<file path="src/design/rfa_pkg.sv">
// Shared widths, constants and word types for the radial falloff alpha generator.
package rfa_pkg;

  localparam int COORD_W      = 10;
  localparam int CFG_W        = 11;
  localparam int IDX_W        = 20;
  localparam int ALPHA_W      = 8;
  localparam int MAX_SIZE_DEF = 1024;
  localparam int SIZE_W_DEF   = 11;
  localparam int RESET_SIZE   = 256;

  localparam int DX_W = COORD_W + 2;
  localparam int S_W  = 2 * DX_W - 1;

  localparam int QW         = 32;
  localparam int DIV_STEPS  = 2;
  localparam int DIV_STAGES = QW / DIV_STEPS;

  localparam int RT_W      = QW / 2;
  localparam int SQ_RW     = RT_W + 3;
  localparam int SQ_STEPS  = 2;
  localparam int SQ_STAGES = RT_W / SQ_STEPS;

  localparam int F_W         = RT_W + 1;
  localparam int SQUARINGS   = 3;
  localparam int PWR_STAGES  = SQUARINGS + 2;
  localparam int ALPHA_SCALE = 255;
  localparam int SCALE_W     = F_W + ALPHA_W;

  localparam logic [F_W-1:0] ONE_Q16 = F_W'(1) << RT_W;

  typedef struct packed {
    logic [IDX_W-1:0] idx;
    logic             sat;
  } tag_t;

endpackage

</file>
<file path="src/design/rfa_div.sv">
// Pipelined restoring divider: squared distance over squared size, Q1.31 quotient.
module rfa_div #(
  parameter int SIZE_W = rfa_pkg::SIZE_W_DEF
) (
  input  logic                     clk,
  input  logic                     rst_n,
  input  logic [2*SIZE_W-1:0]      divisor,
  input  logic                     in_valid,
  output logic                     in_ready,
  input  rfa_pkg::tag_t            in_tag,
  input  logic [2*SIZE_W:0]        in_rem,
  output logic                     out_valid,
  input  logic                     out_ready,
  output rfa_pkg::tag_t            out_tag,
  output logic [rfa_pkg::QW-1:0]   out_quo
);

  localparam int RW = 2 * SIZE_W + 1;
  localparam int QW = rfa_pkg::QW;
  localparam int NS = rfa_pkg::DIV_STAGES;
  localparam int STEPS = rfa_pkg::DIV_STEPS;

  logic          v_r     [NS];
  logic [NS:0]   rdy;
  logic [RW-1:0] rem_r   [NS];
  logic [QW-1:0] quo_r   [NS];
  rfa_pkg::tag_t tag_r   [NS];
  logic          src_v   [NS];
  logic [RW-1:0] src_rem [NS];
  logic [QW-1:0] src_quo [NS];
  rfa_pkg::tag_t src_tag [NS];
  logic [RW-1:0] rem_nxt [NS];
  logic [QW-1:0] quo_nxt [NS];
  logic [RW-1:0] dv;

  assign dv = RW'(divisor);
  assign rdy[NS] = out_ready;
  assign in_ready = rdy[0];

  for (genvar s = 0; s < NS; s++) begin : g_stage
    if (s == 0) begin : g_head
      assign src_v[s]   = in_valid;
      assign src_rem[s] = in_rem;
      assign src_quo[s] = '0;
      assign src_tag[s] = in_tag;
    end else begin : g_link
      assign src_v[s]   = v_r[s-1];
      assign src_rem[s] = rem_r[s-1];
      assign src_quo[s] = quo_r[s-1];
      assign src_tag[s] = tag_r[s-1];
    end

    assign rdy[s] = !v_r[s] || rdy[s+1];

    always_comb begin
      logic [RW-1:0] r;
      logic [QW-1:0] q;
      r = src_rem[s];
      q = src_quo[s];
      for (int k = 0; k < STEPS; k++) begin
        if (r >= dv) begin
          r = r - dv;
          q = {q[QW-2:0], 1'b1};
        end else begin
          q = {q[QW-2:0], 1'b0};
        end
        r = {r[RW-2:0], 1'b0};
      end
      rem_nxt[s] = r;
      quo_nxt[s] = q;
    end

    always_ff @(posedge clk) begin
      if (!rst_n) begin
        v_r[s] <= 1'b0;
      end else if (rdy[s]) begin
        v_r[s] <= src_v[s];
      end
    end

    always_ff @(posedge clk) begin
      if (rdy[s]) begin
        rem_r[s] <= rem_nxt[s];
        quo_r[s] <= quo_nxt[s];
        tag_r[s] <= src_tag[s];
      end
    end
  end

  assign out_valid = v_r[NS-1];
  assign out_tag   = tag_r[NS-1];
  assign out_quo   = quo_r[NS-1];

endmodule

</file>
<file path="config.mk">
export PLATFORM = sky130hd
export DESIGN_NAME = rfa_div
export DESIGN_NICKNAME = d
export VERILOG_FILES = /design/src/design/rfa_pkg.sv /design/src/design/rfa_div.sv
export SDC_FILE = /design/constraint.sdc
export NUM_CORES = 2
export LEC_CHECK = 0
export ABC_CLOCK_PERIOD_IN_PS = 7600
export BUFFER_PORTS_ARGS = -buffer_cell sky130_fd_sc_hd__buf_4
export CORE_ASPECT_RATIO = 0.6
export CORE_MARGIN = 4
export CORE_UTILIZATION = 45
export DETAILED_ROUTE_END_ITERATION = 10
export GPL_TIMING_DRIVEN = 0
export PLACE_DENSITY = 0.72
export SKIP_LAST_GASP = 1
export SYNTH_ARGS = -nofsm -noshare
export SYNTH_HDL_FRONTEND = slang
export SYNTH_SLANG_ARGS = --single-unit
</file>
<file path="constraint.sdc">
create_clock -name clk -period 7.6 [get_ports clk]
set_input_delay 0.38 -clock clk [delete_from_list [all_inputs] [get_ports clk]]
set_output_delay 0.38 -clock clk [all_outputs]
set_load 0.05 [all_outputs]
</file>
Word-level counts from Yosys, hierarchy flattened
Memory sizes are Yosys's and may differ from the RTL's.
Index checks and enable logic that the tools add are counted.
Storage, ports and cells
  register bits after elaboration: 0
  RAM bits: 1216
  bits of input ports: 70
  output and inout port bits: 55
  memories: 4
Memory list
  quo_r: words 16, bits a word 32, read ports 16, clocked after memory_dff 0, wr ports 16, line rfa_div.sv:26  | logic [QW-1:0] quo_r [NS];
  rem_r: words 16, bits a word 22, read ports 15, clocked after memory_dff 0, wr ports 16, line rfa_div.sv:25  | logic [RW-1:0] rem_r [NS];
  tag_r: words 16, bits a word 21, read ports 16, clocked after memory_dff 0, wr ports 16, line rfa_div.sv:27  | rfa_pkg::tag_t tag_r [NS];
  v_r: words 16, bits a word 1, read ports 16, clocked after memory_dff 0, wr ports 16, line rfa_div.sv:23  | logic v_r [NS];
Cells by class
  add/subtract/negate cells: 32
  magnitude comparators: 32
  mux-type cells: 145
  bitwise gates (word level): 16
  reductions and logical operators: 32
Operators by type and width (number)
  23-bit by 22-bit >= comparator with 1-bit output: 32
  22-bit 2-to-1 mux: 32
  22-bit subtractor: 32
  1-bit 2-to-1 mux: 113
  1-bit logical NOT: 16
  1-bit logical OR: 16
  1-bit OR: 16

Depth between registers and ports, before layout
An unclocked memory read counts as a cell.
  depth in word-level cells: 22
  gate-level depth with buffers: 27
  mapped depth without buffers: 23

Worst setup path after synthesis
No wires, ideal clock.
  path kind: register to register
  from: mem v_r[15][0] (netlist: v_r[1][7])
  to: mem v_r[0][0], data pin
  setup time: 272 ps
  data arrival time: 7931 ps
  required time: 7328 ps
  path slack: -604 ps
  cell stages (with the launch flop): 11
  path buffers: 0
  period minus slack after synthesis: 8204 ps
  path through: edfxtp_1 -> nor2b_1 -> and2_1 -> nand4_1 -> nor2_1 -> and3_1 -> and3_1 -> inv_1 -> nor2_1 -> nand4_1 -> and3_1
RTL lines (line)
  start: declaration: rfa_div.sv:23

==> impl_results.md <==
* Status: complete, but fails checks
* Violated checks: capacitance limit, slew limit
* Critical Path RT at 8040 ps
* Post-synth EDFFs at ~950
* Element type at the critical path end: flip-flop
* Critical path's slowest cell: clkbuf_1
* Port buffer count at ~120
* Syn Nets at 7,235
* Max Slew Vio Count at 11
* Final setup fails at 0
* Nets at around 7,500
* Pre-CTS WS at -2040 ps
* Post-Place Cells at around 8,600
* Core area at about 150,000 um2
* Die area at approximately 160,000 um2
* Max Clock Skew at between 50 and 60 ps
* Worst slew margin at -1.418%
* Clock buffer depth at 3
* Fraction of registers with async set/reset at 0%
* Crit start category: primary input
* Buf/Inv on CP at 11
* Ports at 125
* Hold WC Path Type: primary input to flip-flop
* Top-area cell type share of the netlist area at between 40% and 50%
* Clk slew on worst S/H paths at around 70 ps
* Main synth FF type: edfxtp_1
* Initial cell density of the core at a little under half
* Num rows at 110
* Util after Layout at roughly half
* Drt wl/cell at between 20 and 25 um
* Yosys warnings at 0
* Clock Sinks at 954
* Hold Fails Final Rpt at 0
* CP max stage delay at roughly 540 ps
* Max Cap Violations at 1
* Share of layout cells above drive strength 1 at 13.60%
* Synth top area cells: edfxtp_1 42%, ha_1 13%, mux2_2 7.2%
* GRT Overall Usage at a little under a quarter
* DRT iter0 DRCs at ~5,800
* Clk Latency, worst-skew pair at approximately 700 ps
* Synth-to-layout area growth at 11.33%
* DR vias at 53,544
* WP data arrival at 7900 ps
* DRT Pass-1 Iters at 6
* Post-synth top cells: 953 x edfxtp_1, 689 x ha_1, 589 x a21oi_1, 475 x nor2_1, 437 x mux2_2
* Post-route DRC at 0
* Max Freq at roughly 130 MHz
* Largest net degree at the start of global routing at 62
* Yosys cell types at 100
* Non-Filler Instances at around 9,000
* Count of state elements after synthesis at between 900 and 1,000
* Diodes inserted at 0
* Post-synth top area cell: edfxtp_1
* Worst setup margin at between 100 and 150 ps
* Initial antenna violation count at 11
* CTS tree: yes
* Worst-margin pin slew at approximately 1500 ps
* Vias/cell at 6.063
* Synthesized cell area at 68,440 um2
* CTS H-tree lvls at 3
* Post-Syn Area per Cell at around 11 um2
* First-pass GRT wire length at between 200,000 and 300,000 um
* Clock buffer count from CTS at 91
* GPL Wtd Cong at approximately 0.95
* Grt total ovfl at 0
* CP top delay family: buffers and inverters
* Detailed-route wire length at about 190,000 um
* Hpwl dp at between 100,000 and 150,000 um
* Kind of critical path: primary input to flip-flop
* Fill cells at roughly 13,000
* CP max FO at 26
* Sequential share of the synthesized area at 41.84%
* Final ANT Viol Nets at 0
* DIE HEIGHT at approximately 310 um
* Die W at slightly above 500 um
* Vias in the first global route at roughly 50,000
* Min Clock Period, post-route at around 7500 ps
* Root Buffer: clkbuf_16
* Final period util at approximately 100%
* Mapped Cells at between 6,000 and 7,000
* Count leader, synth: edfxtp_1
==> worst paths after layout <==
| path | from | end | slack, ps | cells past startpoint |
|---|---|---|---|---|
| min reg2reg | tag_r[0][88] | tag_r[0][109] | 410 | 0 |
| max | divisor[0] | rem_r[0][137] | 140 | 27 |
| max reg2reg | rem_r[1][66] | rem_r[1][106] | 450 | 22 |
| min | rst_n | v_r[0][7] | 60 | 3 |
==> cells in the final DEF (no fill, tap or decap), drive strengths merged, types with 132 or more instances in the layout <==
master  synthesis  layout
o21ai         366     366
a21oi         590     590
mux2          443     443
clkbuf         80     192
buf            48     208
nand2         366     366
inv           223     232
xnor2         348     348
nor3          132     132
a21o          269     269
edfxtp        953     953
ha            689     689
nor2          476     476
xor2          174     174
==> what timing repair did <==
item | CTS | global route
cloned | 0 | 0
endpoints found under the hold margin | 22 | 0
endpoints found under the setup margin | 319 | 192
gates resized for setup | 16 | 44
buffers inserted | 0 | 2
hold buffers | 22 | 0
==> area by class of cell <==
type / instances / area [um2] / area share [%]
Multi-Input combinational cell: 5152 / 38590 / 50.64
Sequential cell: 954 / 28640 / 37.58
Tap cell: 2016 / 2522 / 3.311
Clock buffer: 105 / 2330 / 3.058
Timing Repair Buffer: 189 / 2027 / 2.660
Inverter: 225 / 858.3 / 1.126
Clock inverter: 63 / 629.4 / 0.8260
Buffer: 128 / 604.3 / 0.7931
==> sequential cells by signal, summed over array words and instances, names as in the netlist <==
signal / flops
quo_r: 272
rem_r: 330
tag_r: 336
v_r: 16
==> routing by layer <==
metal	share of wire [%]	GRT usage [%]
met2	40	33.53
met5	0.0063	0
met3	10	5.259
met1	47	35.49
met4	2.2	5.039
==> worst min-delay path: stages <==
cell and delay, ps:
buf_4 110, nand2_1 70, nor2_1 80
==> kinds of logic after synthesis <==
family | synth area share [%]
flip-flops | 41.84
XOR/XNOR | 6.680
adder cells (fa/ha/maj) | 13.09
multiplexers | 7.801
buffers and inverters | 2.048
AO/OA/AOI/OAI | 17.22
AND/OR/NAND/NOR | 11.31
==> per-stage QoR <==
stage / TNS [ps] / instance area, um2 / hold slack [ps]
2_1_floorplan: -12780 / 68470 / 400.3
3_3_place_gp: -1394940 / 71920 / 400.5
3_5_place_dp: -440350 / 72810 / 404.5
4_1_cts: 0 / 76040 / 11.96
5_1_grt: -36.95 / 76190 / 39.12
6_report: 0 / 76190 / 64.33
Power is left out: the tool's default activity adds up to more than one toggle a clock period on the data nets, which glitch-free logic cannot reach.
