## config.mk

```make
export PLATFORM = sky130hd
export DESIGN_NAME = rfa_power
export DESIGN_NICKNAME = d
export VERILOG_FILES = /design/src/design/rfa_pkg.sv /design/src/design/rfa_power.sv
export SDC_FILE = /design/constraint.sdc
export NUM_CORES = 2
export LEC_CHECK = 0
export BUFFER_PORTS_ARGS = -buffer_cell sky130_fd_sc_hd__buf_2
export CAP_MARGIN = 20
export CORE_MARGIN = 5
export CORE_UTILIZATION = 40
export CTS_CLUSTER_DIAMETER = 150
export DETAILED_ROUTE_END_ITERATION = 7
export GPL_ROUTABILITY_DRIVEN = 0
export PLACE_DENSITY = 0.6
export SLEW_MARGIN = 20
export SYNTH_ARGS = -nofsm -noshare
export SYNTH_HDL_FRONTEND = slang
export SYNTH_SLANG_ARGS = --single-unit
```

## constraint.sdc

```tcl
create_clock -name clk -period 15.3 [get_ports clk]
set_clock_uncertainty 0.1 [all_clocks]
set_input_delay 3.06 -clock clk [delete_from_list [all_inputs] [get_ports clk]]
set_output_delay 3.06 -clock clk [all_outputs]
set_load 0.02 [all_outputs]
```

## src/design/rfa_pkg.sv

```systemverilog
// Shared widths, constants and word types for the radial falloff alpha generator.
package rfa_pkg;

  localparam int COORD_W      = 10;
  localparam int CFG_W        = 11;
  localparam int IDX_W        = 20;
  localparam int ALPHA_W      = 8;
  localparam int MAX_SIZE_DEF = 1024;
  localparam int SIZE_W_DEF   = 11;
  localparam int RESET_SIZE   = 256;

  localparam int DX_W = COORD_W + 2;
  localparam int S_W  = 2 * DX_W - 1;

  localparam int QW         = 32;
  localparam int DIV_STEPS  = 2;
  localparam int DIV_STAGES = QW / DIV_STEPS;

  localparam int RT_W      = QW / 2;
  localparam int SQ_RW     = RT_W + 3;
  localparam int SQ_STEPS  = 2;
  localparam int SQ_STAGES = RT_W / SQ_STEPS;

  localparam int F_W         = RT_W + 1;
  localparam int SQUARINGS   = 3;
  localparam int PWR_STAGES  = SQUARINGS + 2;
  localparam int ALPHA_SCALE = 255;
  localparam int SCALE_W     = F_W + ALPHA_W;

  localparam logic [F_W-1:0] ONE_Q16 = F_W'(1) << RT_W;

  typedef struct packed {
    logic [IDX_W-1:0] idx;
    logic             sat;
  } tag_t;

endpackage

```

## src/design/rfa_power.sv

```systemverilog
// Falloff, three truncating squarings and the 255 scale, one stage each.
module rfa_power (
  input  logic                          clk,
  input  logic                          rst_n,
  input  logic                          in_valid,
  output logic                          in_ready,
  input  rfa_pkg::tag_t                 in_tag,
  input  logic [rfa_pkg::RT_W-1:0]      in_root,
  output logic                          out_valid,
  input  logic                          out_ready,
  output logic [rfa_pkg::IDX_W-1:0]     out_idx,
  output logic [rfa_pkg::ALPHA_W-1:0]   out_alpha
);

  localparam int F_W = rfa_pkg::F_W;
  localparam int RT_W = rfa_pkg::RT_W;
  localparam int NS = rfa_pkg::PWR_STAGES;
  localparam int AW = rfa_pkg::ALPHA_W;
  localparam int SC_W = rfa_pkg::SCALE_W;

  logic             v_r     [NS];
  logic [NS:0]      rdy;
  logic [F_W-1:0]   f_r     [NS-1];
  rfa_pkg::tag_t    tag_r   [NS];
  logic [AW-1:0]    alpha_r;
  logic [F_W-1:0]   f_nxt   [NS-1];
  logic [SC_W-1:0]  scaled;

  assign rdy[NS] = out_ready;
  assign in_ready = rdy[0];

  for (genvar s = 0; s < NS; s++) begin : g_stage
    assign rdy[s] = !v_r[s] || rdy[s+1];

    if (s == 0) begin : g_head
      assign f_nxt[s] = in_tag.sat ? '0 : rfa_pkg::ONE_Q16 - F_W'(in_root);

      always_ff @(posedge clk) begin
        if (!rst_n) begin
          v_r[s] <= 1'b0;
        end else if (rdy[s]) begin
          v_r[s] <= in_valid;
        end
      end

      always_ff @(posedge clk) begin
        if (rdy[s]) begin
          f_r[s]   <= f_nxt[s];
          tag_r[s] <= in_tag;
        end
      end
    end else begin : g_link
      if (s < NS - 1) begin : g_square
        logic [2*F_W-1:0] prod;
        assign prod = (2*F_W)'(f_r[s-1]) * (2*F_W)'(f_r[s-1]);
        assign f_nxt[s] = prod[RT_W+F_W-1:RT_W];

        always_ff @(posedge clk) begin
          if (rdy[s]) begin
            f_r[s] <= f_nxt[s];
          end
        end
      end else begin : g_scale
        assign scaled = SC_W'(f_r[s-1]) * SC_W'(rfa_pkg::ALPHA_SCALE);

        always_ff @(posedge clk) begin
          if (rdy[s]) begin
            alpha_r <= scaled[RT_W+AW-1:RT_W];
          end
        end
      end

      always_ff @(posedge clk) begin
        if (!rst_n) begin
          v_r[s] <= 1'b0;
        end else if (rdy[s]) begin
          v_r[s] <= v_r[s-1];
        end
      end

      always_ff @(posedge clk) begin
        if (rdy[s]) begin
          tag_r[s] <= tag_r[s-1];
        end
      end
    end
  end

  assign out_valid = v_r[NS-1];
  assign out_idx   = tag_r[NS-1].idx;
  assign out_alpha = alpha_r;

endmodule

```

* Word-level counts from Yosys, hierarchy flattened
Memories as Yosys holds them, arrays and structs flattened.
Index checks and enable logic that the tools add are counted.
** Word-level totals
- Flip-flop bits (word level) :: 8
- Memory bits (writable) :: 178
- Output and inout port bits :: 30
- Word-level logic and storage cells :: 51
- Memories :: 3
** Cells by class
- $add $sub $neg :: 1
- Multiply operators :: 4
- Muxes and demuxes :: 27
- Bitwise operators :: 5
- Reductions and logical operators :: 10
** Memory list
- tag_r :: words 5, width 21, rd ports 5, clocked after memory_dff 0, write ports 5, RTL line rfa_power.sv:24 : rfa_pkg::tag_t tag_r [NS];
- f_r :: words 4, width 17, rd ports 4, clocked after memory_dff 0, write ports 4, RTL line rfa_power.sv:23 : logic [F_W-1:0] f_r [NS-1];
- v_r :: words 5, width 1, rd ports 5, clocked after memory_dff 0, write ports 5, RTL line rfa_power.sv:21 : logic v_r [NS];
** Operator list (number)
- multiplier 17 x 17 -> 33 bit :: 3
- 2-to-1 mux 1 bit :: 26
- multiplier 17 x 8 -> 24 bit (second input constant) :: 1
- 2-to-1 mux 17 bit :: 1
- subtractor 17 x 16 -> 17 bit (first input constant) :: 1
- logical NOT 1 bit :: 5
- logical OR 1 bit :: 5
- bitwise OR 1 bit :: 5

* Depth between registers and ports, before layout
- Word-level depth :: 10
- Gate-level depth with buffers :: 24

* Worst setup path after synthesis
Ideal clock, no wire load.
- Kind :: input port to output port
- Start :: input port out_ready
- End :: output port in_ready
- Arrival :: 4.475 ns
- Required time :: 12.140 ns
- Path slack :: 7.665 ns
- Cell stages on the path :: 4
- Path buffers :: 0
- Cell sequence :: nor2b_1 > and2_0 > and3_1 > nand2_1
** Between the ends
- Longest elaborated chain between the ends :: 5
** Ends and longest elaborated chain
- start, declared :: RTL line rfa_power.sv:10 : input logic out_ready,
- logical OR 1 bit (5 in series) :: RTL line rfa_power.sv:33 : assign rdy[s] = !v_r[s] || rdy[s+1];
- end, declared :: RTL line rfa_power.sv:6 : output logic in_ready,
No other way between the ends.

* Worst setup path after layout
Same ends and word-level chain as after synthesis.

==> metrics.yaml <==
status:
  status: "completed"
detailed_routing:
  first_iter_violations: 778
  vias: 20200
  routedWlPerCell_um: 14.7
  drcViolationCount: 0
  routed_wirelength_um: 63100
  viasPerCell: 4.70
  ant_nets: 0
  first_pass_iters: 5
cells_and_area:
  multi_input_area_um2: 23100
  area_delta_synth_final_pct: 5.98
  final_area_um2: 34300
  fin_nets: 4260
  fin_util: 0.426
  layout-drive-gt1-share: 0.0408
  num-fill-cells: 7841
  final-seq-area_um2: 5430
yosys:
  synth_enable_flop_cells: 180
  ys_top_cells_by_area: "fa_1 (39%), edfxtp_1 (17%), ha_1 (14%)"
  yosysMostFrequentCell: "inv_1"
  ys_top_cells_by_count: "inv_1 (915), fa_1 (638), ha_1 (360), nand2_1 (294), edfxtp_1 (180)"
  synth-seq-area-share: 0.168
  synth_top_cell_by_area: "fa_1"
  async_flop_share: 0
  synth_cell_types: 62
  synth_cells: 3212
  synth-seq-cells: 181
  ys_warn_count: 0
  syn-num-nets: 4251
  synthFlopType: "edfxtp_1"
  avgSynthCellArea_um2: 10.1
  netlist_area_um2: 32400
  netlist.area_leader.share: 0.395
global_routing:
  overflow: 0
  grt_pass1_wl_um: 111000
  grtUsageTotal: 0.155
  grt_start_max_net_pins: 39
  grt_pass1_vias: 22400
  antenna_found_initial: 1
cts:
  cts.sink_count: 181
  cts_resized: 0
  cts-root-buf: "clkbuf_16"
  cts_inserted_buffers: 17
  cts_tree: "built"
  cts_setup_buffers: 0
  holdBufCountCts: 0
  worstSkewPairLatency_ns: 0.47
  clk_pin_slew_ns: 0.08
  ctsLongestPathBuffers: 2
  h-tree-depth: 4
timing:
  rsz0062_at_grt: "false"
  maxSlewViolCount: 0
  hold_viol_final: 0
  timing.final.crit_share: 0.476
  finalSetupViolations: 0
  slew_headroom: 0.337
  setup_tns_ns: 0
  worst_pin_slew_ns: 0.991
  post-route-min-period_ns: 7.28
  max_freq_mhz: 137
die:
  core-area_um2: 80400
  dieArea_um2: 86700
  die_height_um: 294
  rows: 104
  start_util: 0.402
  top_level_ports: 71
  die_x_um: 294
worst_setup_path:
  cp_common_cell: "buf_2"
  cpLargestDelayFamily: "simple AND/OR/NAND/NOR gates"
  crit_path_start_kind: "input pin"
  crit_path_top_delay_cell: "and2_0"
  cp_max_fo: 6
  arrival_ns: 4.12
  critPathKind: "in -> out"
  crit_path_max_incr_delay_ns: 0.32
  path_cells: "buf_2, nor2b_1, and2_0, and3_1, nand2_1, buf_2"
  end_kind: "output pin"
  crit_buf_inv: 2
  cp.required_ns: 12.14
worst_hold_path:
  hold_class: "reg -> reg"
placed_design:
  io_buffers: 70
  place_area_um2: 33700
  dpl.hpwl_um: 52900
job:
  drv_cap: 0
## cells by family (layout without fill, tap and decap cells)
kind of cell | count (synthesis) | after routing | synth area share
other cells | 0 | 2 | 0
buf+inv | 1004 | 1026 | 0.119
fa+ha+maj | 998 | 998 | 0.534
flops | 181 | 181 | 0.168
xor+xnor | 105 | 105 | 0.0284
mux | 4 | 4 | 0.00135
compound gates | 257 | 257 | 0.0522
simple gates | 663 | 663 | 0.0974
## worst reg2reg max path, cell delays in order, from the launching register on
cell and delay (ns):
edfxtp_1 0.74, inv_1 0.34, nor2_1 0.33, fa_1 0.46, inv_1 0.09, fa_1 0.42, fa_1 0.52, inv_1 0.06
fa_1 0.48, fa_1 0.49, inv_1 0.05, fa_1 0.47, inv_1 0.04, ha_1 0.29, a21o_1 0.17, a21o_1 0.20
a21oi_1 0.20, a21oi_1 0.19, o21ai_0 0.40, a21oi_1 0.11, or3_1 0.37
## path summary, 6_finish.rpt
check	start	endpoint	slack [ns]	cells past startpoint
hold / removal	tag_r[0][12]	tag_r[0][33]	0.32	0
hold reg to reg	tag_r[0][12]	tag_r[0][33]	0.32	0
setup reg to reg	f_r[0][11]	f_r[1][16]	8.52	20
setup / recovery	out_ready	in_ready	8.02	6
## per-layer routing
| layer | GRT usage | share of wire |
|---|---|---|
| met5 | 0 | 0 |
| met4 | 0.0324 | 0.014 |
| met3 | 0.0166 | 0.027 |
| met2 | 0.266 | 0.49 |
| met1 | 0.216 | 0.47 |
## per-stage QoR
stage          cells  hold WS [ns]  worst slack, ns
2_1_floorplan   3212         0.300             7.66
3_3_place_gp    4262         0.300             8.04
3_5_place_dp    4262         0.305             8.03
4_1_cts         4294         0.321             8.03
5_1_grt         4295         0.329             7.89
6_report        4296         0.320             8.02
## area by class of cell
class	instances	area share
tap	1060	0.0387
clock inverter	14	0.00474
clock buffer	18	0.0125
multi-input combinational	2027	0.673
inverter	915	0.100
sequential	181	0.158
timing repair buffer	79	0.0122
antenna	2	0.000146
## state kept, by name, summed over array words and instances (netlist names)
| name | cells |
|---|---|
| tag_r | 100 |
| f_r | 68 |
| out_alpha | 8 |
| v_r | 5 |
## layout by cell type (no fill, tap or decap), types with 12 or more instances in the layout
cell type,synthesis,final
o21bai_1,15,15
and2_1,155,155
clkbuf_16,0,17
nand3_1,23,23
a21oi_1,80,80
nor2_1,90,90
fa_1,638,638
nor3_1,23,23
a21o_1,37,37
xnor2_1,63,63
ha_1,360,360
xor2_1,42,42
o21ai_0,44,44
and3_1,12,12
nand4_1,13,13
nand2_1,294,293
buf_2,1,70
inv_1,915,915
edfxtp_1,180,180
nor2b_1,13,13
Power is not shown: default switching activity piles up to over one toggle a cycle in this logic, so the estimate is an artifact.
