File: config.mk
export PLATFORM = sky130hd
export DESIGN_NAME = rfa_sqrt
export DESIGN_NICKNAME = d
export VERILOG_FILES = /design/src/design/rfa_pkg.sv /design/src/design/rfa_sqrt.sv
export SDC_FILE = /design/constraint.sdc
export NUM_CORES = 1
export LEC_CHECK = 0
export BUFFER_PORTS_ARGS = -buffer_cell sky130_fd_sc_hd__buf_2
export CORE_ASPECT_RATIO = 0.9
export CORE_MARGIN = 8
export CORE_UTILIZATION = 40
export CTS_CLUSTER_SIZE = 28
export DETAILED_ROUTE_END_ITERATION = 10
export GPL_TIMING_DRIVEN = 0
export PLACE_DENSITY = 0.67
export SYNTH_ARGS = -nofsm -noshare
export SYNTH_HDL_FRONTEND = slang
export SYNTH_SLANG_ARGS = --single-unit
File: constraint.sdc
create_clock -name clk -period 5.5 [get_ports clk]
set_clock_uncertainty 0.1 [all_clocks]
set_input_delay 0.275 -clock clk [delete_from_list [all_inputs] [get_ports clk]]
set_output_delay 0.275 -clock clk [all_outputs]
set_load 0.01 [all_outputs]
File: src/design/rfa_pkg.sv
// Shared widths, constants and word types for the radial falloff alpha generator.
package rfa_pkg;

  localparam int COORD_W      = 10;
  localparam int CFG_W        = 11;
  localparam int IDX_W        = 20;
  localparam int ALPHA_W      = 8;
  localparam int MAX_SIZE_DEF = 1024;
  localparam int SIZE_W_DEF   = 11;
  localparam int RESET_SIZE   = 256;

  localparam int DX_W = COORD_W + 2;
  localparam int S_W  = 2 * DX_W - 1;

  localparam int QW         = 32;
  localparam int DIV_STEPS  = 2;
  localparam int DIV_STAGES = QW / DIV_STEPS;

  localparam int RT_W      = QW / 2;
  localparam int SQ_RW     = RT_W + 3;
  localparam int SQ_STEPS  = 2;
  localparam int SQ_STAGES = RT_W / SQ_STEPS;

  localparam int F_W         = RT_W + 1;
  localparam int SQUARINGS   = 3;
  localparam int PWR_STAGES  = SQUARINGS + 2;
  localparam int ALPHA_SCALE = 255;
  localparam int SCALE_W     = F_W + ALPHA_W;

  localparam logic [F_W-1:0] ONE_Q16 = F_W'(1) << RT_W;

  typedef struct packed {
    logic [IDX_W-1:0] idx;
    logic             sat;
  } tag_t;

endpackage

File: src/design/rfa_sqrt.sv
// Pipelined digit-by-digit square root of the 32-bit ratio read as Q0.32, Q0.16 result.
module rfa_sqrt (
  input  logic                       clk,
  input  logic                       rst_n,
  input  logic                       in_valid,
  output logic                       in_ready,
  input  rfa_pkg::tag_t              in_tag,
  input  logic [rfa_pkg::QW-1:0]     in_rad,
  output logic                       out_valid,
  input  logic                       out_ready,
  output rfa_pkg::tag_t              out_tag,
  output logic [rfa_pkg::RT_W-1:0]   out_root
);

  localparam int QW = rfa_pkg::QW;
  localparam int RT_W = rfa_pkg::RT_W;
  localparam int RW = rfa_pkg::SQ_RW;
  localparam int NS = rfa_pkg::SQ_STAGES;
  localparam int STEPS = rfa_pkg::SQ_STEPS;

  logic            v_r      [NS];
  logic [NS:0]     rdy;
  logic [RW-1:0]   rem_r    [NS];
  logic [QW-1:0]   rad_r    [NS];
  logic [RT_W-1:0] root_r   [NS];
  rfa_pkg::tag_t   tag_r    [NS];
  logic            src_v    [NS];
  logic [RW-1:0]   src_rem  [NS];
  logic [QW-1:0]   src_rad  [NS];
  logic [RT_W-1:0] src_root [NS];
  rfa_pkg::tag_t   src_tag  [NS];
  logic [RW-1:0]   rem_nxt  [NS];
  logic [QW-1:0]   rad_nxt  [NS];
  logic [RT_W-1:0] root_nxt [NS];

  assign rdy[NS] = out_ready;
  assign in_ready = rdy[0];

  for (genvar s = 0; s < NS; s++) begin : g_stage
    if (s == 0) begin : g_head
      assign src_v[s]    = in_valid;
      assign src_rem[s]  = '0;
      assign src_rad[s]  = in_rad;
      assign src_root[s] = '0;
      assign src_tag[s]  = in_tag;
    end else begin : g_link
      assign src_v[s]    = v_r[s-1];
      assign src_rem[s]  = rem_r[s-1];
      assign src_rad[s]  = rad_r[s-1];
      assign src_root[s] = root_r[s-1];
      assign src_tag[s]  = tag_r[s-1];
    end

    assign rdy[s] = !v_r[s] || rdy[s+1];

    always_comb begin
      logic [RW-1:0]   r;
      logic [QW-1:0]   a;
      logic [RT_W-1:0] t;
      logic [RW-1:0]   trial;
      r = src_rem[s];
      a = src_rad[s];
      t = src_root[s];
      for (int k = 0; k < STEPS; k++) begin
        r = {r[RW-3:0], a[QW-1:QW-2]};
        a = {a[QW-3:0], 2'b00};
        trial = RW'({t, 2'b01});
        if (r >= trial) begin
          r = r - trial;
          t = {t[RT_W-2:0], 1'b1};
        end else begin
          t = {t[RT_W-2:0], 1'b0};
        end
      end
      rem_nxt[s]  = r;
      rad_nxt[s]  = a;
      root_nxt[s] = t;
    end

    always_ff @(posedge clk) begin
      if (!rst_n) begin
        v_r[s] <= 1'b0;
      end else if (rdy[s]) begin
        v_r[s] <= src_v[s];
      end
    end

    always_ff @(posedge clk) begin
      if (rdy[s]) begin
        rem_r[s]  <= rem_nxt[s];
        rad_r[s]  <= rad_nxt[s];
        root_r[s] <= root_nxt[s];
        tag_r[s]  <= src_tag[s];
      end
    end
  end

  assign out_valid = v_r[NS-1];
  assign out_tag   = tag_r[NS-1];
  assign out_root  = root_r[NS-1];

endmodule

# After elaboration in Yosys (flattened, before gate mapping)
# Memories as Yosys holds them, arrays and structs flattened.
# Index checks and enable logic that the tools add are counted.
# Widths: inputs -> output; s select.
[classes] n_eq_ne=0 shifts=0 muxes=73 order_cmp=16 n_reduce_logical=16 n_div=0 mul=0 addsub=16 n_bitwise=8
[ops] cell="$ge 19x18->1" count=14
[ops] cell="$mux 19" count=8
[ops] cell="$mux 17" count=8
[ops] cell="$sub 19x18->19" count=7
[ops] cell="$sub 17x17->17" count=7
[ops] cell="$mux 1" count=57
[ops] cell="$ge 19x3->1" count=1
[ops] cell="$sub 19x3->19" count=1
[ops] cell="$logic_not 1->1" count=8
[ops] cell="$logic_or 1x1->1" count=8
[ops] cell="$or 1x1->1" count=8
[ops] cell="$sub 2x1->3 const B" count=1
[ops] cell="$ge 2x1->1 const B" count=1
[word_totals] latch_bits=0 memories=5 register_bits=0 romBits=0 ram_bits=680
[mem_list] memory="rad_r" words=8 word_bits=28 read_ports=7 rd_clocked_by_memory_dff=0 write_ports=8 line_no="rfa_sqrt.sv:24" rtl="logic [QW-1:0] rad_r [NS];"
[mem_list] memory="tag_r" words=8 word_bits=21 read_ports=8 rd_clocked_by_memory_dff=0 write_ports=8 line_no="rfa_sqrt.sv:26" rtl="rfa_pkg::tag_t tag_r [NS];"
[mem_list] memory="rem_r" words=8 word_bits=19 read_ports=7 rd_clocked_by_memory_dff=0 write_ports=8 line_no="rfa_sqrt.sv:23" rtl="logic [RW-1:0] rem_r [NS];"
[mem_list] memory="root_r" words=8 word_bits=16 read_ports=8 rd_clocked_by_memory_dff=0 write_ports=8 line_no="rfa_sqrt.sv:25" rtl="logic [RT_W-1:0] root_r [NS];"
[mem_list] memory="v_r" words=8 word_bits=1 read_ports=8 rd_clocked_by_memory_dff=0 write_ports=8 line_no="rfa_sqrt.sv:21" rtl="logic v_r [NS];"

# Logic depth before layout (Yosys ltp)
# An unclocked memory read counts as a cell.
[logic_depth] ltp_word=14 depth_mapped=24 mapped_depth_nobuf=22

# Worst setup path before layout
# OpenSTA, ideal clock, no wires.
[synth_timing] kind="reg-to-reg" startpoint="memory rem_r[5][9] in the netlist's numbering" endpoint="memory rem_r[6][10] in the netlist's numbering (data pin)" n_path_buf=4 path_slack_ns=0.537 required_time_ns=5.138 arrival_time_ns=4.601 path_stages_with_launch=20 setup_time_ns=0.262 path_cell_list="edfxtp_1 ha_1 nand3_1 or4_1 o21a_1 nand2_1 clkbuf_1 clkbuf_1 a21oi_1 ha_1 clkbuf_1 a21o_1 a21o_1 a21o_1 a21oi_1 o21ai_0 a211oi_1 nand4_4 buf_4 mux2_1"
[synth_lines] element="from (decl)" line_no="rfa_sqrt.sv:23"

==> metrics.csv <==
metric,value,unit
Crit Path Max Fanout,10,
total core area,59900,um^2
DR iter-0 viols,1205,
largest cells by area after synthesis,"edfxtp_1 58%, ha_1 7.6%, xnor2_1 3.7%",
CP top delay family,compound AO/OA/AOI/OAI gates,
CP max-delay cell,or4_4,
Clock power frac,0.300,
remaining antenna violation count after routing,0,
Initial Utilization,0.405,
gpl congestion,0.869,
reg2reg start,root_r[0][48]$_DFFE_PP_,
sequential share of the synthesized area,0.584,
combinational power share,0.293,
final hold vios,0,
crit path time final,5.29,ns
Synth cell types,104,
synth warn,0,
row cnt,85,
Cells after DPL,2837,
initial antenna violation count,0,
hold endpoint,tag_r[0][3]$_DFFE_PP_,
"commonest non-fill, non-tap cells in the layout","471 x edfxtp_1, 144 x a21oi_1, 143 x ha_1, 129 x nor2_1, 128 x inv_1",
Ant. Diodes,0,
"Cell Chain, Critical Path",inv_1 -> ha_1 -> o21a_1 -> or4_4 -> a32oi_4 -> nand3_1 -> clkbuf_4 -> clkbuf_4 -> a21oi_2 -> ha_2 -> a21o_1 -> a21o_1 -> a21oi_1 -> nor4bb_2 -> a21oi_1 -> or2_1 -> nor4_4 -> inv_2 -> buf_2 -> mux2_1,
total wire length,52000,um
via count,15802,
vias per inst,5.28,
DR DRC count,0,
outcome,completed,
nets@finish,2370,
worst reg2reg setup slack,0.21,ns
hold_sp,in_tag[3],
Net Sw Power,0.00378,W
Crit Path Category,reg2reg,
setup slack after layout,0.212,ns
Port-buffer cells,95,
LEAKAGE,11.7,nW
CTS H-tree lvls,2,
Yosys reg bits,472,
switching part of the total,0.313,
Hold Path Stages,2,
Post-synth EDFFs,471,
GRT Util Overall,0.150,
clock sinks,472,
first-pass GRT wire length,83300,um
CTS max path bufs,3,
FF-to-FF path depth,20,
drt pass-1 iters,5,
DIE AREA,68800,um^2
syn avg cell area,12.4,um^2
Worst R2R End,rem_r[4][4]$_DFFE_PP_,
CP arrival,5.52,ns
DIE WIDTH,276,um
"Reg clk slew, reported paths",0.06,ns
CP Buf/Inv Count,5,
Critical Path Sink Type,register,
worst min-delay path class,in2reg,
Slew HR,0.406,
"commonest non-fill, non-tap cell in the layout",edfxtp_1,
layout cells sized above 1,0.151,
Die Span Y,250,um
total gr overflow,0,
CTS root buffer,clkbuf_16,
Async SR Flop Fraction,0,
PD cells,424,nW/um^2
I/O pin cnt,96,
Worst-Margin Slew,0.891,ns
WL/cell,17.4,um
Sequential Power Share,0.407,
largest net degree at the start of global routing,64,
hold_ws,0.250,ns
Setup Viol. Count Final,0,
Syn-to-layout area delta,17.2,%
max incr delay on CP,0.46,ns
top cell type by total area after synthesis,edfxtp_1,
number of fillers in the final layout,5231,
CTS tree,yes,
P_int,0.00828,W
"Period Utilization, post-route",0.961,
final max-slew violation count,0,
Non-Filler Instances,2991,
Max VDD drop,186,uV
mapped cell area,24300,um^2
Worst-Skew Late Latency,0.63,ns
HPWL after detailed placement,38300,um
WP data required,5.73,ns
fmax,189,MHz
Placement Setup Slack,-0.453,ns
top cell type's share of synthesized area,0.583,
number of global-route vias before repair,15696,
"Primary FF master, synth",edfxtp_1,
Mapped Cells,1953,
Max Cap Violations,0,
CTS buffer count,51,
CP Launch Type,register,
==> metrics by stage <==
stage | TNS [ns] | instance area (um^2) | util | total power [W]
final | 0 | 28500 | 0.475 | 0.0121
after floorplan | 0 | 24300 | - | 0.00752
after CTS | 0 | 28300 | 0.473 | 0.0121
after global placement | -7.64 | 25700 | 0.430 | 0.00829
after detailed placement | -6.91 | 25900 | 0.432 | 0.00835
after global routing | -0.0560 | 28500 | 0.475 | 0.0128
==> worst max path at each step <==
stage                             from  slack, ns  cells past startpoint                 endpoint
2_1_floorplan    rem_r[5][9]$_DFFE_PP_       0.54                     19   rem_r[6][10]$_DFFE_PP_
6_report       root_r[0][48]$_DFFE_PP_       0.21                     20    rem_r[4][4]$_DFFE_PP_
4_1_cts        root_r[0][51]$_DFFE_PP_       0.02                     20    rem_r[4][4]$_DFFE_PP_
3_3_place_gp     rem_r[6][0]$_DFFE_PP_      -0.48                     23  root_r[1][48]$_DFFE_PP_
5_1_grt        root_r[0][48]$_DFFE_PP_      -0.02                     20    rem_r[4][4]$_DFFE_PP_
3_5_place_dp     rem_r[6][0]$_DFFE_PP_      -0.45                     23  root_r[1][48]$_DFFE_PP_
==> metal layers <==
metal,vias up,wire [um],GRT usage
met3,91,2510,0.0243
li1,7773,-,-
met1,7585,24600,0.206
met4,0,1310,0.0484
met2,353,23600,0.240
met5,-,0,0
==> synth_stat cells, types with 6 or more instances <==
master	instances
or4_1	8
nand3b_1	9
ha_1	148
o21bai_1	15
nand4_1	25
nor3_1	38
a31o_2	10
a21oi_1	148
nor2_1	129
mux2_1	11
mux2i_1	9
a211oi_1	10
o31a_1	6
xnor2_1	103
nand4b_1	6
nor4_1	16
o31ai_1	14
nand3_1	38
clkbuf_1	15
or2_2	12
edfxtp_1	471
o21ai_0	53
inv_2	7
or2_1	9
o211ai_1	15
nor2b_1	19
a31oi_1	12
xor2_1	45
buf_2	9
and3_1	25
buf_4	6
nand2_1	106
a21o_1	52
or3_1	14
mux2_2	28
o21ai_1	7
a211o_1	8
and2_1	9
inv_1	132
nand2b_1	27
o21a_1	22
==> cell families (layout without fill, tap and decap cells) <==
group | after synthesis | after routing | synth area share
other | 1 | 2 | 0.000154
AO/OA/AOI/OAI | 434 | 434 | 0.120
XOR/XNOR | 148 | 148 | 0.0534
adder cells (fa/ha/maj) | 148 | 148 | 0.0763
AND/OR/NAND/NOR | 526 | 526 | 0.116
multiplexers | 48 | 48 | 0.0218
flip-flops | 472 | 472 | 0.584
buffers and inverters | 176 | 430 | 0.0292
==> final cells by class <==
cell class | instances | area, um^2 | share of cell area
clock buffers | 55 | 1290 | 0.0454
inverters | 139 | 527 | 0.0185
flip-flops and latches | 472 | 14200 | 0.498
well taps | 783 | 980 | 0.0344
multi-input cells | 1306 | 9570 | 0.336
repair buffers | 162 | 1190 | 0.0420
clock inverters | 41 | 542 | 0.0190
plain buffers | 33 | 186 | 0.00655
==> registers in the layout, indices dropped and copies added (netlist names) <==
signal,flops
tag_r,168
rem_r,112
root_r,72
rad_r,112
v_r,8
==> repair_timing <==
action,4_1_cts,5_1_grt
hold buffers,58,0
endpoints found under the hold margin,64,0
pin swaps,2,7
setup endpoints to repair,38,60
buffers inserted,1,3
gates resized for setup,7,34
gates cloned,0,0
==> power by group through the flow <==
stage	combinational, W	sequential, W	clock (W)
after floorplan	0.00267	0.00485	0
after global placement	0.00333	0.00496	0
after detailed placement	0.00338	0.00497	0
after CTS	0.00346	0.00490	0.00375
after global routing	0.00393	0.00496	0.00389
final	0.00353	0.00491	0.00362
Power figures use the tool's default switching activity.
