File: src/design/rfa_pkg.sv
// Shared widths, constants and word types for the radial falloff alpha generator.
package rfa_pkg;

  localparam int COORD_W      = 10;
  localparam int CFG_W        = 11;
  localparam int IDX_W        = 20;
  localparam int ALPHA_W      = 8;
  localparam int MAX_SIZE_DEF = 1024;
  localparam int SIZE_W_DEF   = 11;
  localparam int RESET_SIZE   = 256;

  localparam int DX_W = COORD_W + 2;
  localparam int S_W  = 2 * DX_W - 1;

  localparam int QW         = 32;
  localparam int DIV_STEPS  = 2;
  localparam int DIV_STAGES = QW / DIV_STEPS;

  localparam int RT_W      = QW / 2;
  localparam int SQ_RW     = RT_W + 3;
  localparam int SQ_STEPS  = 2;
  localparam int SQ_STAGES = RT_W / SQ_STEPS;

  localparam int F_W         = RT_W + 1;
  localparam int SQUARINGS   = 3;
  localparam int PWR_STAGES  = SQUARINGS + 2;
  localparam int ALPHA_SCALE = 255;
  localparam int SCALE_W     = F_W + ALPHA_W;

  localparam logic [F_W-1:0] ONE_Q16 = F_W'(1) << RT_W;

  typedef struct packed {
    logic [IDX_W-1:0] idx;
    logic             sat;
  } tag_t;

endpackage

File: src/design/rfa_front.sv
// Front stages: centered offsets, linear index, squared distance, range check.
module rfa_front #(
  parameter int SIZE_W = rfa_pkg::SIZE_W_DEF
) (
  input  logic                         clk,
  input  logic                         rst_n,
  input  logic [SIZE_W-1:0]            size,
  input  logic [2*SIZE_W-1:0]          size_sq,
  input  logic                         in_valid,
  output logic                         in_ready,
  input  logic [rfa_pkg::COORD_W-1:0]  in_x,
  input  logic [rfa_pkg::COORD_W-1:0]  in_y,
  output logic                         out_valid,
  input  logic                         out_ready,
  output rfa_pkg::tag_t                out_tag,
  output logic [2*SIZE_W:0]            out_rem
);

  localparam int RW = 2 * SIZE_W + 1;
  localparam int DX_W = rfa_pkg::DX_W;
  localparam int S_W = rfa_pkg::S_W;
  localparam int IDX_W = rfa_pkg::IDX_W;

  logic [2:0] v_r;
  logic [3:0] rdy;

  logic signed [DX_W-1:0] dx_r, dy_r, dx_nxt, dy_nxt;
  logic [IDX_W-1:0] idx1_r, idx2_r, idx_nxt;
  logic signed [2*DX_W-1:0] px, py, ps;
  logic [S_W-1:0] s_r, s_nxt;
  rfa_pkg::tag_t tag_r, tag_nxt;
  logic [RW-1:0] rem_r;

  assign rdy[3] = out_ready;
  assign rdy[2] = !v_r[2] || rdy[3];
  assign rdy[1] = !v_r[1] || rdy[2];
  assign rdy[0] = !v_r[0] || rdy[1];
  assign in_ready = rdy[0];

  assign dx_nxt = $signed({1'b0, in_x, 1'b0}) - $signed(DX_W'(size));
  assign dy_nxt = $signed({1'b0, in_y, 1'b0}) - $signed(DX_W'(size));
  assign idx_nxt = IDX_W'(32'(in_x) + 32'(in_y) * 32'(size));

  assign px = dx_r * dx_r;
  assign py = dy_r * dy_r;
  assign ps = px + py;
  assign s_nxt = ps[S_W-1:0];

  assign tag_nxt.idx = idx2_r;
  assign tag_nxt.sat = s_r >= S_W'({size_sq, 1'b0});

  always_ff @(posedge clk) begin
    if (!rst_n) begin
      v_r <= '0;
    end else begin
      if (rdy[0]) v_r[0] <= in_valid;
      if (rdy[1]) v_r[1] <= v_r[0];
      if (rdy[2]) v_r[2] <= v_r[1];
    end
  end

  always_ff @(posedge clk) begin
    if (rdy[0]) begin
      dx_r   <= dx_nxt;
      dy_r   <= dy_nxt;
      idx1_r <= idx_nxt;
    end
    if (rdy[1]) begin
      s_r    <= s_nxt;
      idx2_r <= idx1_r;
    end
    if (rdy[2]) begin
      tag_r <= tag_nxt;
      rem_r <= s_r[RW-1:0];
    end
  end

  assign out_valid = v_r[2];
  assign out_tag   = tag_r;
  assign out_rem   = rem_r;

endmodule

File: config.mk
export PLATFORM = sky130hd
export DESIGN_NAME = rfa_front
export DESIGN_NICKNAME = d
export VERILOG_FILES = /design/src/design/rfa_pkg.sv /design/src/design/rfa_front.sv
export SDC_FILE = /design/constraint.sdc
export NUM_CORES = 1
export LEC_CHECK = 0
export ABC_CLOCK_PERIOD_IN_PS = 6800
export BUFFER_PORTS_ARGS = -buffer_cell sky130_fd_sc_hd__buf_2
export CAP_MARGIN = 40
export CORE_MARGIN = 2
export CORE_UTILIZATION = 50
export DETAILED_ROUTE_END_ITERATION = 7
export PLACE_DENSITY = 0.7
export SYNTH_ARGS = -nofsm -noshare
export SYNTH_HDL_FRONTEND = slang
export SYNTH_SLANG_ARGS = --single-unit
File: constraint.sdc
create_clock -name clk -period 6.8 [get_ports clk]
set_clock_uncertainty 0.15 [all_clocks]
set_input_delay 0.34 -clock clk [delete_from_list [all_inputs] [get_ports clk]]
set_output_delay 0.34 -clock clk [all_outputs]
set_load 0.005 [all_outputs]
After elaboration in Yosys (flattened, before gate mapping)
Cells that the tools add are included.
{"block": "word_totals", "regBits": 134, "latchBits": 0, "mem_bits_rw": 0, "mem_bits_ro": 0, "output_inout_bits": 46, "n_memories": 0}
{"block": "classes", "addsub": 4, "n_mul": 3, "n_div": 0, "order_cmp": 1, "eq_ne": 0, "n_shift": 0, "mux": 0, "bitwise": 0, "n_reduce_logical": 6}
{"cell": "$mul 12x12->23", "n": 2}
{"cell": "$sub 11x11->12", "n": 2}
{"cell": "$add 23x23->23", "n": 1}
{"cell": "$ge 23x23->1", "n": 1}
{"cell": "$add 10x20->20", "n": 1}
{"cell": "$mul 10x11->20", "n": 1}
{"cell": "$logic_not 1->1", "n": 3}
{"cell": "$logic_or 1x1->1", "n": 3}

Depth between registers and ports, before layout
Gate-level depths: netlist of run 1.
{"block": "depth", "depth_word": 4, "depth_mapped": 26, "ltp_nobuf": 25}

Worst setup path after synthesis of run 1
OpenSTA, ideal clock, no wires.
{"block": "synth_path", "kind": "flip-flop to flip-flop", "startpoint": "reg dx_r[0]", "endpoint": "reg s_r[21], data pin", "setup_ps": 265, "t_arrival_ps": 6007, "setup_slack_ps": 378, "path_stages_with_launch": 21, "n_path_buf": 1, "period_less_slack_ps": 6422, "cell_sequence": "edfxtp_1 > clkbuf_1 > nand2_1 > fa_1 > inv_1 > fa_1 > fa_1 > fa_1 > fa_1 > fa_1 > inv_1 > fa_1 > inv_1 > ha_1 > inv_1 > a21oi_1 > o21ai_1 > a21o_1 > a311o_1 > a32oi_1 > xor2_1"}
{"block": "synth_between", "elab_chain_len": 2}
{"item": "from (decl)", "line": "rfa_front.sv:27", "text": "logic signed [DX_W-1:0] dx_r, dy_r, dx_nxt, dy_nxt;"}
{"item": "from (signal assigned)", "line": "rfa_front.sv:64", "text": "dx_r <= dx_nxt;"}
{"item": "$mul 12x12->23", "line": "rfa_front.sv:44", "text": "assign px = dx_r * dx_r;"}
{"item": "$add 23x23->23", "line": "rfa_front.sv:46", "text": "assign ps = px + py;"}
{"item": "net ps[21]", "line": "rfa_front.sv:29", "text": "logic signed [2*DX_W-1:0] px, py, ps;"}
{"item": "to (signal assigned)", "line": "rfa_front.sv:69", "text": "s_r <= s_nxt;"}
{"item": "to (decl)", "line": "rfa_front.sv:30", "text": "logic [S_W-1:0] s_r, s_nxt;"}
The timed path passes the listed nets, and every way through them passes these cells.
A chain may end at the register's enable or synchronous reset.

Final worst setup path of run 1
{"block": "layout_path", "startpoint": "reg dx_r[7]", "endpoint": "reg s_r[21], data pin"}
The elaborated chain is that of the path after synthesis.

==> results.yml, run 1 <==
timing:
  timing.final.ws_setup_ps: 278
  final-setup-viol-count: 0
  period_minus_slack_ps: 6520
  hold_slack_ps: 137
  hold_viol: 0
  timing.final.crit_share_pct: 95.9
  relSlewSlack_pct: 53.0
  final_max_slew_viol_count: 0
  actual_transition_at_the_worst_max_transition_pin_ps: 688
  max_freq_mhz: 153
routing:
  totalWireLength_um: 38900
  first_iter_violations: 589
  antenna_left: 0
  drt_pre_antenna_iters: 8
  wl_per_cell_um: 15.7
  route.vias.total: 12300
  drc_errors: 0
  drt-vias-per-instance: 4.96
clocking:
  cts.path.max_buffers: 2
  total_clock_buffers_created_by_cts: 17
  clock_edge_transition_at_the_registers_on_the_reported_setup_and_hold_paths_ps: 60
  insertion_delay_ps: 440
  cts_root_buffer: "sky130_fd_sc_hd__clkbuf_16"
  clock-sinks: 131
  tritoncts: "done"
  cts-htree-levels: 4
grt:
  gr-total-overflow: 0
  vias_in_the_first_global_route: 13500
  grt_start_max_net_pins: 42
  global_route_wire_length_before_repair_um: 65600
  antenna_found_initial: 0
  grtUsageTotal_pct: 21.2
logic_synthesis:
  syn_area_um2: 18900
  synth_most_common_cell: "sky130_fd_sc_hd__inv_1"
  synth_top_cells_by_area: "sky130_fd_sc_hd__fa_1 (37%), sky130_fd_sc_hd__edfxtp_1 (20%), sky130_fd_sc_hd__ha_1 (13%), sky130_fd_sc_hd__inv_1 (10%), sky130_fd_sc_hd__nand2_1 (3.0%)"
  syn-num-nets: 2440
  synth_enable_flop_cells: 128
  synth_top_area_share_pct: 36.9
  yosysUniqueCellTypes: 58
  synth_top_flop_cell: "sky130_fd_sc_hd__edfxtp_1"
  synth.yosys.seq_area_share_pct: 20.6
  yosys.area.top_type: "sky130_fd_sc_hd__fa_1"
  synth_seq_cells: 131
  synth_async_sr_flop_share_pct: 0
  post_synth_inst_count: 1835
  synth_common_cells: "sky130_fd_sc_hd__inv_1 (511), sky130_fd_sc_hd__fa_1 (349), sky130_fd_sc_hd__ha_1 (199), sky130_fd_sc_hd__nand2_1 (150), sky130_fd_sc_hd__edfxtp_1 (128)"
  syn-mean-instance-area_um2: 10.3
  yosysWarningCount: 0
critical_path:
  worstPathRequired_ps: 6830
  critical_path.endpoint_type: "flip-flop"
  crit_family: "adder cells"
  timing.critical_path.cells: "buf_4 > nand2_1 > inv_1 > fa_1 > fa_1 > inv_1 > fa_1 > fa_1 > inv_1 > fa_1 > fa_1 > inv_1 > fa_1 > inv_1 > ha_1 > o21ai_1 > a21oi_1 > o21ai_1 > a21o_1 > a311o_1 > a32oi_1 > xor2_1"
  startpoint_type: "flip-flop"
  critPathMaxFanout: 7
  cp_num_buf_inv: 6
  timing.setup.critical_path_class: "flip-flop to flip-flop"
  cpMaxStageDelayCell: "sky130_fd_sc_hd__edfxtp_1"
  largest_stage_delay_worst_path_ps: 520
  path_common_cell: "sky130_fd_sc_hd__fa_1"
  critical_path_arrival_ps: 6550
die:
  starting_density_of_the_core_pct: 50.5
  die_width_um: 199
  area_of_the_core_um2: 37500
  fp.dieArea_um2: 39400
  io-pin-count: 103
  fp.dieH_um: 199
  placement_rows: 71
worst_hold_path:
  hold_path.class: "input pin to flip-flop"
cells_and_area:
  flow.area_growth_from_synthesis_pct: 9.74
  multi_input_comb_area_um2: 13000
  utilization_pct: 55.4
  fin_nets: 2552
  final-instance-count-excl-fill: 2471
  fill_cells: 3226
  sequential_cell_area_um2: 3900
  layout-drive-gt1-share_pct: 9.13
  antenna_cells: 0
outcome:
  status: "complete, no violations"
placement:
  gp_routability_congestion: 0.908
  port_buffers: 101
  preCtsSetupSlack_ps: 260
  dp_cells: 2434
  place_hpwl_um: 33100
flow_run:
  cap_viol_max_count: 0
## state kept, by name (all words and copies together), names as in the netlist
register  count
out_tag      21
s_r          22
idx2_r       20
dx_r         12
out_rem      22
dy_r         11
idx1_r       20
v_r           3
## final timing paths
path              slack (ps)  cells past startpoint       from    endpoint
setup / recovery         280                     22    dx_r[7]     s_r[21]
hold / removal           140                      3  out_ready      v_r[2]
setup reg to reg         280                     22    dx_r[7]     s_r[21]
hold reg to reg          270                      0  idx2_r[8]  out_tag[9]
## kinds of logic (layout without fill, tap and decap cells)
group	Yosys count	after routing	synth area share (%)
fa+ha+maj	548	548	50.1
xor+xnor	77	77	3.56
mux	2	2	0.106
simple gates	382	382	9.73
other cells	1	1	0.0198
compound gates	139	139	4.86
flops	131	131	20.6
buf+inv	555	680	11.0
## area by class of cell
| type | count | area share [%] |
|---|---|---|
| clock inverter | 13 | 0.602 |
| clock buffer | 19 | 2.08 |
| sequential | 131 | 18.8 |
| tap | 511 | 3.08 |
| inverter | 512 | 9.25 |
| multi-input combinational | 1149 | 62.4 |
| timing repair buffer | 136 | 3.78 |
## per-layer routing
metal  wire length [µm]  track usage, %  share of wire, %
met1              17500            28.2                45
met5                  0               0                 0
met4                771            5.53               2.0
met3               1420            2.76               3.7
met2              19200            36.8                49
## through the flow
step,instance area [µm²],TNS [ps]
after CTS,20700,0
after floorplan,18900,0
final,20800,0
after detailed placement,20200,0
after global routing,20800,-14.5
after global placement,20100,0
## cells in the final DEF, fill, tap and decap left out, drive strengths merged, types with 6 or more instances in the layout
cell,Yosys,final
nor2,62,62
fa,349,349
nor2b,32,32
a21o,16,16
a2111oi,6,6
xor2,18,18
nand3,7,7
ha,199,199
and2,88,88
o21ai,33,33
o21a,13,13
nor3,18,18
xnor2,59,59
inv,511,516
o21bai,6,6
nand2,150,150
buf,1,134
a21oi,33,33
edfxtp,128,128
clkbuf,42,19
## tightest hold or removal path, cell delays in order
cell and delay [ps]:
sky130_fd_sc_hd__buf_2 80, sky130_fd_sc_hd__nor2b_1 80, sky130_fd_sc_hd__o21a_1 170
## timing repair
action | in CTS | in global routing
hold buffers | 2 | 0
endpoints found under the hold margin | 2 | 0
gates resized for setup | 0 | 6
setup endpoints to repair | 0 | 4
buffers inserted | 0 | 3
Power of run 1 is not shown: default switching activity piles up to over one toggle a cycle in this logic, so the estimate is an artifact.
==> inputs of run 2 (changes only) <==
- CORE_ASPECT_RATIO: not set -> 1.4
==> results.yml, run 2 (synthesized netlist as in run 1, its figures left out) <==
placement:
  gp_routability_congestion: 0.945
  dp_cells: 2400
  port_buffers: 101
  place_hpwl_um: 36400
cells_and_area:
  flow.area_growth_from_synthesis_pct: 9.76
  fin_nets: 2559
  layout-drive-gt1-share_pct: 9.56
  most_used_cells_in_the_layout_excluding_fill_and_tap_cells: "sky130_fd_sc_hd__inv_1 (511), sky130_fd_sc_hd__fa_1 (348), sky130_fd_sc_hd__ha_1 (199)"
  commonest_non_fill_non_tap_cell_in_the_layout: "sky130_fd_sc_hd__inv_1"
  fill_cells: 3194
  final-instance-count-excl-fill: 2441
  utilization_pct: 55.5
critical_path:
  startpoint_type: "flip-flop"
  r2r_cells: 23
  setup.worst_path.end: "s_r[21]"
  timing.setup.critical_path_class: "flip-flop to flip-flop"
  crit_start: "dy_r[8]"
  critical_path.endpoint_type: "flip-flop"
  critPathMaxFanout: 5
  critical_path.reg2reg.endpoint: "s_r[21]"
  r2r_setup_slack_ps: 190
  critical_path_arrival_ps: 6630
  critical_path.reg2reg.startpoint: "dy_r[8]"
  worstPathRequired_ps: 6820
timing:
  timing.final.crit_share_pct: 97.2
  relSlewSlack_pct: 52.4
  max_freq_mhz: 151
  hold_viol: 0
  final_max_slew_viol_count: 0
  period_minus_slack_ps: 6610
  actual_transition_at_the_worst_max_transition_pin_ps: 696
  final-setup-viol-count: 0
clocking:
  cts-htree-levels: 4
  clock_edge_transition_at_the_registers_on_the_reported_setup_and_hold_paths_ps: 80
  clock-sinks: 131
  insertion_delay_ps: 440
  total_clock_buffers_created_by_cts: 17
  cts.path.max_buffers: 2
  tritoncts: "done"
  cts_root_buffer: "sky130_fd_sc_hd__clkbuf_16"
grt:
  gr-total-overflow: 0
  global_route_wire_length_before_repair_um: 69200
  antenna_found_initial: 1
  grtUsageTotal_pct: 23.0
  grt_start_max_net_pins: 46
  vias_in_the_first_global_route: 14000
routing:
  wl_per_cell_um: 17.7
  first_iter_violations: 594
  route.vias.total: 12600
  drt-vias-per-instance: 5.18
  antenna_left: 0
  drt_pre_antenna_iters: 5
  totalWireLength_um: 43100
  drc_errors: 0
die:
  fp.dieH_um: 234
  io-pin-count: 103
  placement_rows: 84
  starting_density_of_the_core_pct: 50.6
  area_of_the_core_um2: 37400
  die_width_um: 168
  fp.dieArea_um2: 39400
worst_hold_path:
  hold_path.class: "input pin to flip-flop"
flow_run:
  cap_viol_max_count: 0
outcome:
  status: "complete, no violations"
run 2: how the worst min path moves through the flow:
stage | start | to | slack (ps) | cells after the start
final | in_valid | v_r[0] | 20 | 3
after global routing | in_valid | v_r[0] | 20 | 3
after CTS | in_valid | v_r[0] | 9 | 3
after detailed placement | idx1_r[0] | idx2_r[0] | 250 | 0
after global placement | idx2_r[19] | out_tag[20] | 250 | 0
after floorplan | idx1_r[0] | idx2_r[0] | 250 | 0
run 2: final cells by class:
| type | count | area (µm²) | area share (%) |
|---|---|---|---|
| Inverter | 512 | 1920 | 9.25 |
| Tap cell | 473 | 592 | 2.85 |
| Clock inverter | 14 | 118 | 0.566 |
| Clock buffer | 18 | 429 | 2.07 |
| Antenna cell | 1 | 2.50 | 0.0120 |
| Sequential cell | 131 | 3900 | 18.8 |
| Multi-Input combinational cell | 1149 | 13000 | 62.4 |
| Timing Repair Buffer | 143 | 840 | 4.04 |
run 2: stage by stage:
step,area (µm²),hold WS (ps),TNS [ps],worst slack [ps]
floorplan,18900,250,0,378
global placement,20100,253,0,201
detailed placement,20100,255,0,91.5
CTS,20700,9.37,0,47.0
global route,20800,20.7,-50.4,-50.4
finish,20800,18.3,0,192
run 2: repair_timing:
action | 4_1_cts | 5_1_grt
hold endpoints to repair | 2 | 0
resized for setup | 0 | 7
endpoints found under the setup margin | 0 | 5
hold buffers | 1 | 0
setup buffers | 0 | 7
run 2: critical path, stage by stage, from the launching register on:
cell,delay [ps]
sky130_fd_sc_hd__edfxtp_1,460
sky130_fd_sc_hd__inv_1,90
sky130_fd_sc_hd__nor2_1,210
sky130_fd_sc_hd__inv_1,100
sky130_fd_sc_hd__fa_1,520
sky130_fd_sc_hd__inv_1,60
sky130_fd_sc_hd__fa_1,530
sky130_fd_sc_hd__inv_1,60
sky130_fd_sc_hd__fa_1,480
sky130_fd_sc_hd__inv_1,50
sky130_fd_sc_hd__fa_1,540
sky130_fd_sc_hd__fa_1,440
sky130_fd_sc_hd__fa_1,480
sky130_fd_sc_hd__inv_1,40
sky130_fd_sc_hd__fa_1,470
sky130_fd_sc_hd__inv_1,40
sky130_fd_sc_hd__ha_1,350
sky130_fd_sc_hd__o21ai_1,90
sky130_fd_sc_hd__a21oi_1,150
sky130_fd_sc_hd__o21ai_1,90
sky130_fd_sc_hd__a21o_1,200
sky130_fd_sc_hd__a311o_1,370
sky130_fd_sc_hd__a32oi_2,270
sky130_fd_sc_hd__xor2_1,90
run 2: metal layers:
layer | up-vias | part of all wire, % | track usage, %
met5 | - | 0 | 0
met4 | 0 | 6.3 | 13.8
met3 | 121 | 4.1 | 3.43
met2 | 346 | 57 | 44.9
met1 | 6402 | 33 | 23.0
li1 | 5779 | - | -
Power of run 2 is left out for the same reason.
